--- src/hdl/descriptor_record_parser_macros.svh ---
// Assertion macros for the descriptor record parser.
// Used by the top level; relies on its i_clk and i_rst_n ports.
`ifndef DESCRIPTOR_RECORD_PARSER_MACROS_SVH
`define DESCRIPTOR_RECORD_PARSER_MACROS_SVH
`ifndef SYNTHESIS
// The consequent must hold in the same cycle as the antecedent.
`define DRP_ASSERT_NOW(label, ante, cons) \
    label: assert property (@(posedge i_clk) disable iff (!i_rst_n) (ante) |-> (cons)) \
        else $error("descriptor_record_parser: same-cycle check failed");
// The consequent must hold in the cycle after the antecedent.
`define DRP_ASSERT_NEXT(label, ante, cons) \
    label: assert property (@(posedge i_clk) disable iff (!i_rst_n) (ante) |=> (cons)) \
        else $error("descriptor_record_parser: next-cycle check failed");
`else
`define DRP_ASSERT_NOW(label, ante, cons)
`define DRP_ASSERT_NEXT(label, ante, cons)
`endif
`endif

--- src/hdl/drp_pkg.sv ---
// Shared types, constants and the CRC byte step for the descriptor record parser.
// No dependencies; the datapath, the controller and the top level use it.
package drp_pkg;

    localparam int MAX_STRIPS_DEF = 8;

    // Result status codes.
    localparam logic [2:0] ST_OK          = 3'd0;
    localparam logic [2:0] ST_BAD_MAGIC   = 3'd1;
    localparam logic [2:0] ST_BAD_VERSION = 3'd2;
    localparam logic [2:0] ST_BAD_COUNT   = 3'd3;
    localparam logic [2:0] ST_BAD_CRC     = 3'd4;

    // Byte positions within a record.
    localparam logic [4:0] POS_VERSION = 5'd4;
    localparam logic [4:0] POS_COUNT   = 5'd5;
    localparam logic [4:0] POS_LIMIT   = 5'd8;
    localparam logic [4:0] POS_PAIRS   = 5'd12;
    localparam logic [4:0] POS_CRC     = 5'd28;
    localparam logic [4:0] POS_LAST    = 5'd31;

    localparam logic [7:0] VERSION_ONE = 8'd1;

    localparam logic [31:0] CRC_INIT = 32'hFFFF_FFFF;
    localparam logic [31:0] CRC_POLY = 32'hEDB8_8320;

    localparam logic [7:0] MAGIC [4] = '{8'h46, 8'h46, 8'h4C, 8'h59};

    typedef struct packed {
        logic       take_byte;
        logic       load_first;
        logic       load_next;
        logic [2:0] index;
    } t_cmd;

    typedef struct packed {
        logic frame_end;
        logic out_last;
    } t_stat;

    // One byte of the reflected CRC-32, bit by bit.
    function automatic logic [31:0] crc_byte(input logic [31:0] crc, input logic [7:0] b);
        logic [31:0] c;
        c = crc ^ {24'd0, b};
        for (int k = 0; k < 8; k++) begin
            c = c[0] ? ((c >> 1) ^ CRC_POLY) : (c >> 1);
        end
        return c;
    endfunction

endpackage

--- src/hdl/drp_datapath.sv ---
// Datapath of the descriptor record parser: byte position, CRC, checks,
// header fields, strip pair storage and the result register. Uses drp_pkg.
module drp_datapath #(
    parameter int MAX_STRIPS = drp_pkg::MAX_STRIPS_DEF
) (
    input  logic               i_clk,
    input  logic               i_rst_n,
    input  drp_pkg::t_cmd      i_cmd,
    input  logic [7:0]         i_data_byte,
    input  logic               i_frame_start,
    output drp_pkg::t_stat     o_stat,
    output logic [2:0]         o_status,
    output logic [31:0]        o_milliamps,
    output logic [3:0]         o_strip_total,
    output logic [2:0]         o_strip_index,
    output logic [7:0]         o_strip_leds,
    output logic [7:0]         o_flag_bits,
    output logic               o_last
);

    localparam int PAIR_AW = (MAX_STRIPS > 1) ? $clog2(MAX_STRIPS) : 1;

    logic [4:0]  r_pos;
    logic [31:0] r_crc;
    logic [2:0]  r_err;
    logic [7:0]  r_declared;
    logic [31:0] r_limit;
    logic [23:0] r_chk;
    logic [15:0] r_pair [MAX_STRIPS];

    logic [2:0]  r_status;
    logic [31:0] r_milliamps;
    logic [3:0]  r_total;
    logic [2:0]  r_index;
    logic [7:0]  r_led;
    logic [7:0]  r_flag;
    logic        r_last;

    logic [4:0]  pos;
    logic [31:0] crc_base;
    logic [2:0]  err_base;
    logic [2:0]  code;
    logic [2:0]  n_err;
    logic [2:0]  err_final;
    logic [31:0] n_crc;
    logic [4:0]  pair_off;
    logic [2:0]  pair_idx;
    logic        final_ok;
    logic [15:0] next_pair;

    assign pos      = i_frame_start ? 5'd0 : r_pos;
    assign crc_base = i_frame_start ? drp_pkg::CRC_INIT : r_crc;
    assign err_base = i_frame_start ? drp_pkg::ST_OK : r_err;

    always_comb begin
        code = drp_pkg::ST_OK;
        if (pos < drp_pkg::POS_VERSION) begin
            if (i_data_byte != drp_pkg::MAGIC[pos[1:0]]) code = drp_pkg::ST_BAD_MAGIC;
        end else if (pos == drp_pkg::POS_VERSION) begin
            if (i_data_byte != drp_pkg::VERSION_ONE) code = drp_pkg::ST_BAD_VERSION;
        end else if (pos == drp_pkg::POS_COUNT) begin
            if (i_data_byte == 8'd0 || i_data_byte > 8'(MAX_STRIPS)) begin
                code = drp_pkg::ST_BAD_COUNT;
            end
        end
    end

    // Only the first failure of a record is kept.
    assign n_err     = (err_base != drp_pkg::ST_OK) ? err_base : code;
    assign err_final = (n_err != drp_pkg::ST_OK) ? n_err :
                       (((crc_base ^ drp_pkg::CRC_INIT) == {i_data_byte, r_chk}) ?
                        drp_pkg::ST_OK : drp_pkg::ST_BAD_CRC);
    assign final_ok  = (err_final == drp_pkg::ST_OK);
    assign n_crc     = (pos < drp_pkg::POS_CRC) ? drp_pkg::crc_byte(crc_base, i_data_byte)
                                                : crc_base;
    assign pair_off  = pos - drp_pkg::POS_PAIRS;
    assign pair_idx  = pair_off[3:1];
    assign next_pair = r_pair[i_cmd.index[PAIR_AW-1:0]];

    assign o_stat.frame_end = (pos == drp_pkg::POS_LAST);
    assign o_stat.out_last  = r_last;

    always_ff @(posedge i_clk) begin
        if (!i_rst_n) begin
            r_pos <= 5'd0;
            r_crc <= drp_pkg::CRC_INIT;
            r_err <= drp_pkg::ST_OK;
        end else if (i_cmd.take_byte) begin
            if (o_stat.frame_end) begin
                r_pos <= 5'd0;
                r_crc <= drp_pkg::CRC_INIT;
                r_err <= drp_pkg::ST_OK;
            end else begin
                r_pos <= pos + 5'd1;
                r_crc <= n_crc;
                r_err <= n_err;
            end
        end
    end

    always_ff @(posedge i_clk) begin
        if (i_cmd.take_byte) begin
            if (pos == drp_pkg::POS_COUNT) begin
                r_declared <= i_data_byte;
            end
            if (pos >= drp_pkg::POS_LIMIT && pos < drp_pkg::POS_PAIRS) begin
                r_limit[{pos[1:0], 3'b000} +: 8] <= i_data_byte;
            end
            if (pos >= drp_pkg::POS_PAIRS && pos < drp_pkg::POS_CRC
                && 4'(pair_idx) < 4'(MAX_STRIPS)) begin
                r_pair[pair_idx[PAIR_AW-1:0]][{pair_off[0], 3'b000} +: 8] <= i_data_byte;
            end
            if (pos >= drp_pkg::POS_CRC && pos < drp_pkg::POS_LAST) begin
                r_chk[{pos[1:0], 3'b000} +: 8] <= i_data_byte;
            end
        end
        if (i_cmd.load_first) begin
            r_status    <= err_final;
            r_milliamps <= final_ok ? r_limit : 32'd0;
            r_total     <= final_ok ? r_declared[3:0] : 4'd0;
            r_index     <= 3'd0;
            r_led       <= final_ok ? r_pair[0][7:0] : 8'd0;
            r_flag      <= final_ok ? r_pair[0][15:8] : 8'd0;
            r_last      <= !final_ok || (r_declared == 8'd1);
        end else if (i_cmd.load_next) begin
            r_index <= i_cmd.index;
            r_led   <= next_pair[7:0];
            r_flag  <= next_pair[15:8];
            r_last  <= ((4'(i_cmd.index) + 4'd1) == r_total);
        end
    end

    assign o_status      = r_status;
    assign o_milliamps   = r_milliamps;
    assign o_strip_total = r_total;
    assign o_strip_index = r_index;
    assign o_strip_leds  = r_led;
    assign o_flag_bits   = r_flag;
    assign o_last        = r_last;

endmodule

--- src/hdl/drp_ctrl.sv ---
// Controller of the descriptor record parser: collect and emit states,
// both handshakes and the strip counter. Uses drp_pkg.
module drp_ctrl (
    input  logic           i_clk,
    input  logic           i_rst_n,
    input  logic           i_valid,
    output logic           o_stall,
    output logic           o_valid,
    input  logic           i_stall,
    input  drp_pkg::t_stat i_stat,
    output drp_pkg::t_cmd  o_cmd
);

    typedef enum logic {S_COLLECT, S_EMIT} t_state;

    t_state     r_state;
    logic [2:0] r_index;
    logic [2:0] n_index;
    logic       in_acc;
    logic       out_acc;

    assign in_acc  = i_valid && (r_state == S_COLLECT);
    assign out_acc = (r_state == S_EMIT) && !i_stall;
    assign n_index = r_index + 3'd1;

    assign o_cmd.take_byte  = in_acc;
    assign o_cmd.load_first = in_acc && i_stat.frame_end;
    assign o_cmd.load_next  = out_acc && !i_stat.out_last;
    assign o_cmd.index      = n_index;

    always_ff @(posedge i_clk) begin
        if (!i_rst_n) begin
            r_state <= S_COLLECT;
            r_index <= 3'd0;
        end else begin
            case (r_state)
                S_COLLECT: begin
                    if (o_cmd.load_first) begin
                        r_state <= S_EMIT;
                        r_index <= 3'd0;
                    end
                end
                S_EMIT: begin
                    if (out_acc) begin
                        if (i_stat.out_last) begin
                            r_state <= S_COLLECT;
                        end else begin
                            r_index <= n_index;
                        end
                    end
                end
                default: begin
                    r_state <= S_COLLECT;
                end
            endcase
        end
    end

    assign o_stall = (r_state == S_EMIT);
    assign o_valid = (r_state == S_EMIT);

endmodule

--- src/hdl/descriptor_record_parser.sv ---
// Descriptor record parser, top level: links the controller and the datapath.
// Uses drp_pkg, drp_ctrl, drp_datapath and descriptor_record_parser_macros.svh.
//
// Usage: the input channel (i_valid, o_stall, i_data_byte, i_frame_start) takes
// one record byte per beat. A 32-byte record is checked for its magic tag,
// version, strip count and CRC-32, and a beat with i_frame_start high restarts
// the record at byte 0; after byte 31 the position wraps on its own.
// Bytes 0 to 30 give no result. The beat with byte 31 loads the result
// register, so the first result beat is shown on the next cycle. A good record
// gives one result beat per strip, one per cycle while the receiver does not
// stall; a failed record gives a single status beat. While results are shown,
// o_stall holds the input side off. A stall by the receiver (i_stall) holds the
// current result beat unchanged until it is taken. A synchronous active-low
// reset clears the byte position, the CRC and the error state and drops any
// results not yet delivered; no clearing pass is needed.
`include "descriptor_record_parser_macros.svh"

module descriptor_record_parser #(
    parameter int MAX_STRIPS = drp_pkg::MAX_STRIPS_DEF
) (
    input  logic        i_clk,
    input  logic        i_rst_n,
    // Input channel: one record byte per beat.
    input  logic        i_valid,
    output logic        o_stall,
    input  logic [7:0]  i_data_byte,
    input  logic        i_frame_start,
    // Result channel.
    output logic        o_valid,
    input  logic        i_stall,
    output logic [2:0]  o_status,
    output logic [31:0] o_milliamps,
    output logic [3:0]  o_strip_total,
    output logic [2:0]  o_strip_index,
    output logic [7:0]  o_strip_leds,
    output logic [7:0]  o_flag_bits,
    output logic        o_last
);

    drp_pkg::t_cmd  cmd;
    drp_pkg::t_stat stat;

    drp_ctrl u_ctrl (
        .i_clk   (i_clk),
        .i_rst_n (i_rst_n),
        .i_valid (i_valid),
        .o_stall (o_stall),
        .o_valid (o_valid),
        .i_stall (i_stall),
        .i_stat  (stat),
        .o_cmd   (cmd)
    );

    drp_datapath #(
        .MAX_STRIPS (MAX_STRIPS)
    ) u_datapath (
        .i_clk         (i_clk),
        .i_rst_n       (i_rst_n),
        .i_cmd         (cmd),
        .i_data_byte   (i_data_byte),
        .i_frame_start (i_frame_start),
        .o_stat        (stat),
        .o_status      (o_status),
        .o_milliamps   (o_milliamps),
        .o_strip_total (o_strip_total),
        .o_strip_index (o_strip_index),
        .o_strip_leds  (o_strip_leds),
        .o_flag_bits   (o_flag_bits),
        .o_last        (o_last)
    );

    // Input is held off whenever a result beat is on offer.
    `DRP_ASSERT_NOW(a_stall_while_emit, o_valid, o_stall)
    // A failed record ends with its single status beat.
    `DRP_ASSERT_NOW(a_error_is_last, o_valid && (o_status != drp_pkg::ST_OK), o_last)
    // A good result describes a strip inside the declared count.
    `DRP_ASSERT_NOW(a_index_in_range, o_valid && (o_status == drp_pkg::ST_OK),
                    (4'(o_strip_index) < o_strip_total) && (o_strip_total <= 4'(MAX_STRIPS)))
    // After a non-final result is taken, the next strip follows at once.
    `DRP_ASSERT_NEXT(a_strip_advance, o_valid && !i_stall && !o_last,
                     o_valid && (o_strip_index == 3'($past(o_strip_index) + 3'd1)))

endmodule
--- config.mk ---
export PLATFORM = sky130hd
export DESIGN_NAME = descriptor_record_parser
export DESIGN_NICKNAME = d
export VERILOG_FILES = /design/src/hdl/drp_pkg.sv /design/src/hdl/drp_datapath.sv /design/src/hdl/drp_ctrl.sv /design/src/hdl/descriptor_record_parser.sv
export VERILOG_INCLUDE_DIRS = /design/src /design/src/hdl
export SDC_FILE = /design/constraint.sdc
export NUM_CORES = 1
export LEC_CHECK = 0
export ABC_AREA = 1
export BUFFER_PORTS_ARGS = -buffer_cell sky130_fd_sc_hd__buf_2
export CAP_MARGIN = 20
export CORE_AREA = 10 10 174 176
export DETAILED_ROUTE_END_ITERATION = 16
export DIE_AREA = 0 0 184 186
export HOLD_SLACK_MARGIN = 0.03
export PLACE_DENSITY_LB_ADDON = 0.2
export RECOVER_POWER = 50
export REMOVE_ABC_BUFFERS = 1
export SLEW_MARGIN = 15
export SYNTH_ARGS = -nofsm -noshare
export SYNTH_HDL_FRONTEND = slang
export SYNTH_SLANG_ARGS = --single-unit
--- constraint.sdc ---
create_clock -name i_clk -period 7.51 [get_ports i_clk]
set_input_delay 0.751 -clock i_clk [delete_from_list [all_inputs] [get_ports i_clk]]
set_output_delay 0.751 -clock i_clk [all_outputs]
set_load 0.01 [all_outputs]
==> summary.txt <==
Power and ir drop
  • PD cells: 244 nW/um^2
  • Leak: 5.56 nW
  • NetSw: 0.000815 W
  • Switching share of power: 22.5%
  • Reg power frac: 49.8%
  • VDD IR max: 0.164 mV
  • Total power: 0.00362 W
  • Comb pwr share: 7.5%
  • P_int: 0.00281 W
  • Clock group share of total power: 42.7%

Timing
  • Final setup margin: 2.58 ns
  • Final Cycle Share: 65.7%
  • Fmax: 203 MHz
  • Setup_tns: 0 ns
  • Final number of setup-violating endpoints: 0
  • RSZ-0062 raised after global routing: false
  • Final min period: 4.93 ns
  • Clk_skew: 0.0106 ns
  • Least-Margin Pin Slew: 2.24 ns
  • Hold slack: 0.430 ns
  • Final slew viol count: 45
  • Worst slew margin: -49.0%
  • Final hold violations: 0

Floorplanning
  • Io pins: 74
  • Total Die Area: 34,200 um^2
  • Row Count: 60
  • Initial Util: 49.4%
  • Die height: 186 um
  • Die Wd: 184 um
  • Area of the core: 26,700 um^2

Synthesis
  • #FFs+latches synth: 295
  • Synth Instances: 1,284
  • Post-synthesis cell type count: 39
  • Top cells by count, synth: edfxtp_1 (248), nor2_1 (231), nand2_1 (208)
  • Post-synth EDFFs: 248
  • Sequential share of the synthesized area: 63.5%
  • Yosys top cell by area: edfxtp_1
  • Most common cell in the netlist: edfxtp_1
  • Synthesized area: 13,200 um^2
  • Top post-synthesis cells by area: edfxtp_1 (56%), dfxtp_1 (7.1%), nor2_1 (6.6%), nand2_1 (5.9%), o21ai_0 (4.0%)
  • Synth Flop Type: edfxtp_1
  • Avg Inst Size Synth: 10.3 um^2
  • Post-synth ARST share: 0%
  • Area share of the largest cell type after synthesis: 56.4%
  • Syn. warnings: 0

Clock network
  • CTS tree: done
  • Hold-fix buffers at CTS: 0
  • Post-CTS Setup Bufs: 0
  • Insertion delay to the later sink of the worst-skew pair: 0.56 ns
  • Clock tree buffer depth: 3
  • Post-CTS sizing: 0
  • Clock transition at path regs: 0.06 ns
  • Number of CTS-inserted buffers: 30
  • CTS sink cnt: 295
  • H-tree Lvls: 1
  • CTS root buffer: clkbuf_16

Detailed routing
  • Vias post-DR: 9,243
  • Total Wirelength: 32.4 mm
  • DR vias/cell: 5.39
  • DRC viols: 0
  • Wire per inst: 18.9 um
  • Post-route ant nets: 0
  • DR pass1 iterations: 5
  • DR iter-0 viols: 955

Finish
  • Fillers: 2,345
  • Final Util: 55.5%
  • Register area: 8390 um^2
  • Antenna diodes: 0
  • Area of the multi-input gates: 4160 um^2
  • Net count, final: 1,375
  • Syn-to-layout area delta: 12.4%
  • Share of cells above drive strength 1: 5.89%

Outcome
  • Violated checks: capacitance limit, slew limit
  • Run status: finished with violations

Placement
  • Pre-CTS WS: 2.60 ns
  • IO Port Bufs: 73
  • Placer Congestion: 0.931
  • Detailed Place HPWL: 21.4 mm

Critical path
  • Arrival time at the worst endpoint: 5.41 ns
  • Worst Setup End Kind: flop
  • CP Launch Type: input port
  • Crit Path Class: in -> reg
  • Reg2reg path depth: 14
  • Critical Path Fanout Max: 44
  • WP data required: 7.99 ns

Job
  • Total of max-cap violations: 1

Global routing
  • Largest net degree at the start of global routing: 69
  • Total gr overflow: 0
  • First-pass GRT wire length: 50.8 mm
  • Vias in the first global route: 9,017
  • Global Route Usage Sum: 19.0%
  • Antenna violations before repair: 0

Hold path
  • Worst min path class: in -> reg
  • Hold Crit Depth: 2
[cells by family (layout without fill, tap and decap cells)]
family,count (synthesis),in the layout,share of synthesized area (%)
AND/OR/NAND/NOR,513,513,15.7
XOR/XNOR,71,71,5.08
flip-flops,295,295,63.5
buffers and inverters,167,258,5.07
adder cells (fa/ha/maj),10,10,0.948
AO/OA/AOI/OAI,228,228,9.68
[area by class of cell]
type,instances,area share [%]
Clock inverter,12,1.08
Multi-Input combinational cell,822,28.0
Timing Repair Buffer,88,2.69
Tap cell,341,2.88
Clock buffer,43,5.87
Inverter,115,2.91
Sequential cell,295,56.6
[flip-flops by register name (all words and copies together), names as in the netlist, 4 cells and up]
signal and cells:
u_datapath.r_limit 32, u_datapath.r_declared 8, u_datapath.r_chk 24, u_datapath.r_pos 5
u_datapath.o_flag_bits 8, u_datapath.o_milliamps 32, u_datapath.o_strip_leds 8, u_datapath.r_crc 32
u_datapath.r_pair 128, u_datapath.o_strip_total 4
[final timing paths]
| kind | start | to | slack [ns] |
|---|---|---|---|
| setup / recovery | i_frame_start | u_datapath.r_crc[20] | 2.58 |
| hold / removal | i_rst_n | u_datapath.r_crc[7] | 0.43 |
| setup reg to reg | u_datapath.r_pos[1] | u_datapath.r_crc[20] | 3.45 |
| hold reg to reg | u_datapath.o_strip_index[1] | u_datapath.o_strip_index[1] | 0.45 |
[per-layer routing]
layer  track usage (%)  part of all wire, %  vias to the layer above
li1                  -                    -                     4500
met1              24.3                   43                     4431
met2              32.7                   49                      249
met3              2.83                  6.0                       63
met4              5.21                  2.3                        0
met5                 0                    0                        -
[per-stage QoR]
step | area, um^2 | instances
2_1_floorplan | 13000 | 1232
3_3_place_gp | 13900 | 1659
3_5_place_dp | 13900 | 1660
4_1_cts | 14900 | 1715
5_1_grt | 14800 | 1716
6_report | 14800 | 1716
[power groups by stage]
stage / registers, W / logic [W] / clock network, W
floorplan: 0.00183 / 0.000191 / 0
finish: 0.00180 / 0.000272 / 0.00155
global placement: 0.00184 / 0.000264 / 0
CTS: 0.00180 / 0.000271 / 0.00156
global route: 0.00181 / 0.000302 / 0.00164
detailed placement: 0.00184 / 0.000268 / 0
[worst max-delay path, stage by stage]
cell and delay, ns:
clkbuf_1 0.09, clkbuf_1 0.82, nor2_1 0.71, ha_1 0.32, inv_1 0.08, nor2_1 0.13, ha_1 0.20, inv_1 0.08
nor2_4 0.64, buf_4 0.53, clkinv_1 0.18, nand2_1 0.42, buf_8 0.25, a21oi_1 0.06, o211ai_1 0.10
[placed cells by master (no fill, tap or decap), types with 2 or more instances in the layout]
cell and count:
o21ai_1 19, nand4_1 3, edfxtp_1 248, nor2_1 231, nand3_1 27, nand2_2 4
nor4_1 2, clkbuf_8 5, inv_2 3, o21ai_0 105, xor2_2 3, xnor2_1 7
clkinv_1 9, nor2_4 4, or2_2 2, clkbuf_1 82, buf_4 8, o211ai_1 19
xor2_1 59, inv_1 109, nor3_1 23, nor3_2 2, bufinv_16 4, nor2_2 3
buf_2 3, nand2_1 209, ha_1 10, clkbuf_16 31, o22ai_1 16, dfxtp_1 46
o221ai_1 16, a21oi_1 49
Note: power is estimated with default switching activity, not from simulation.
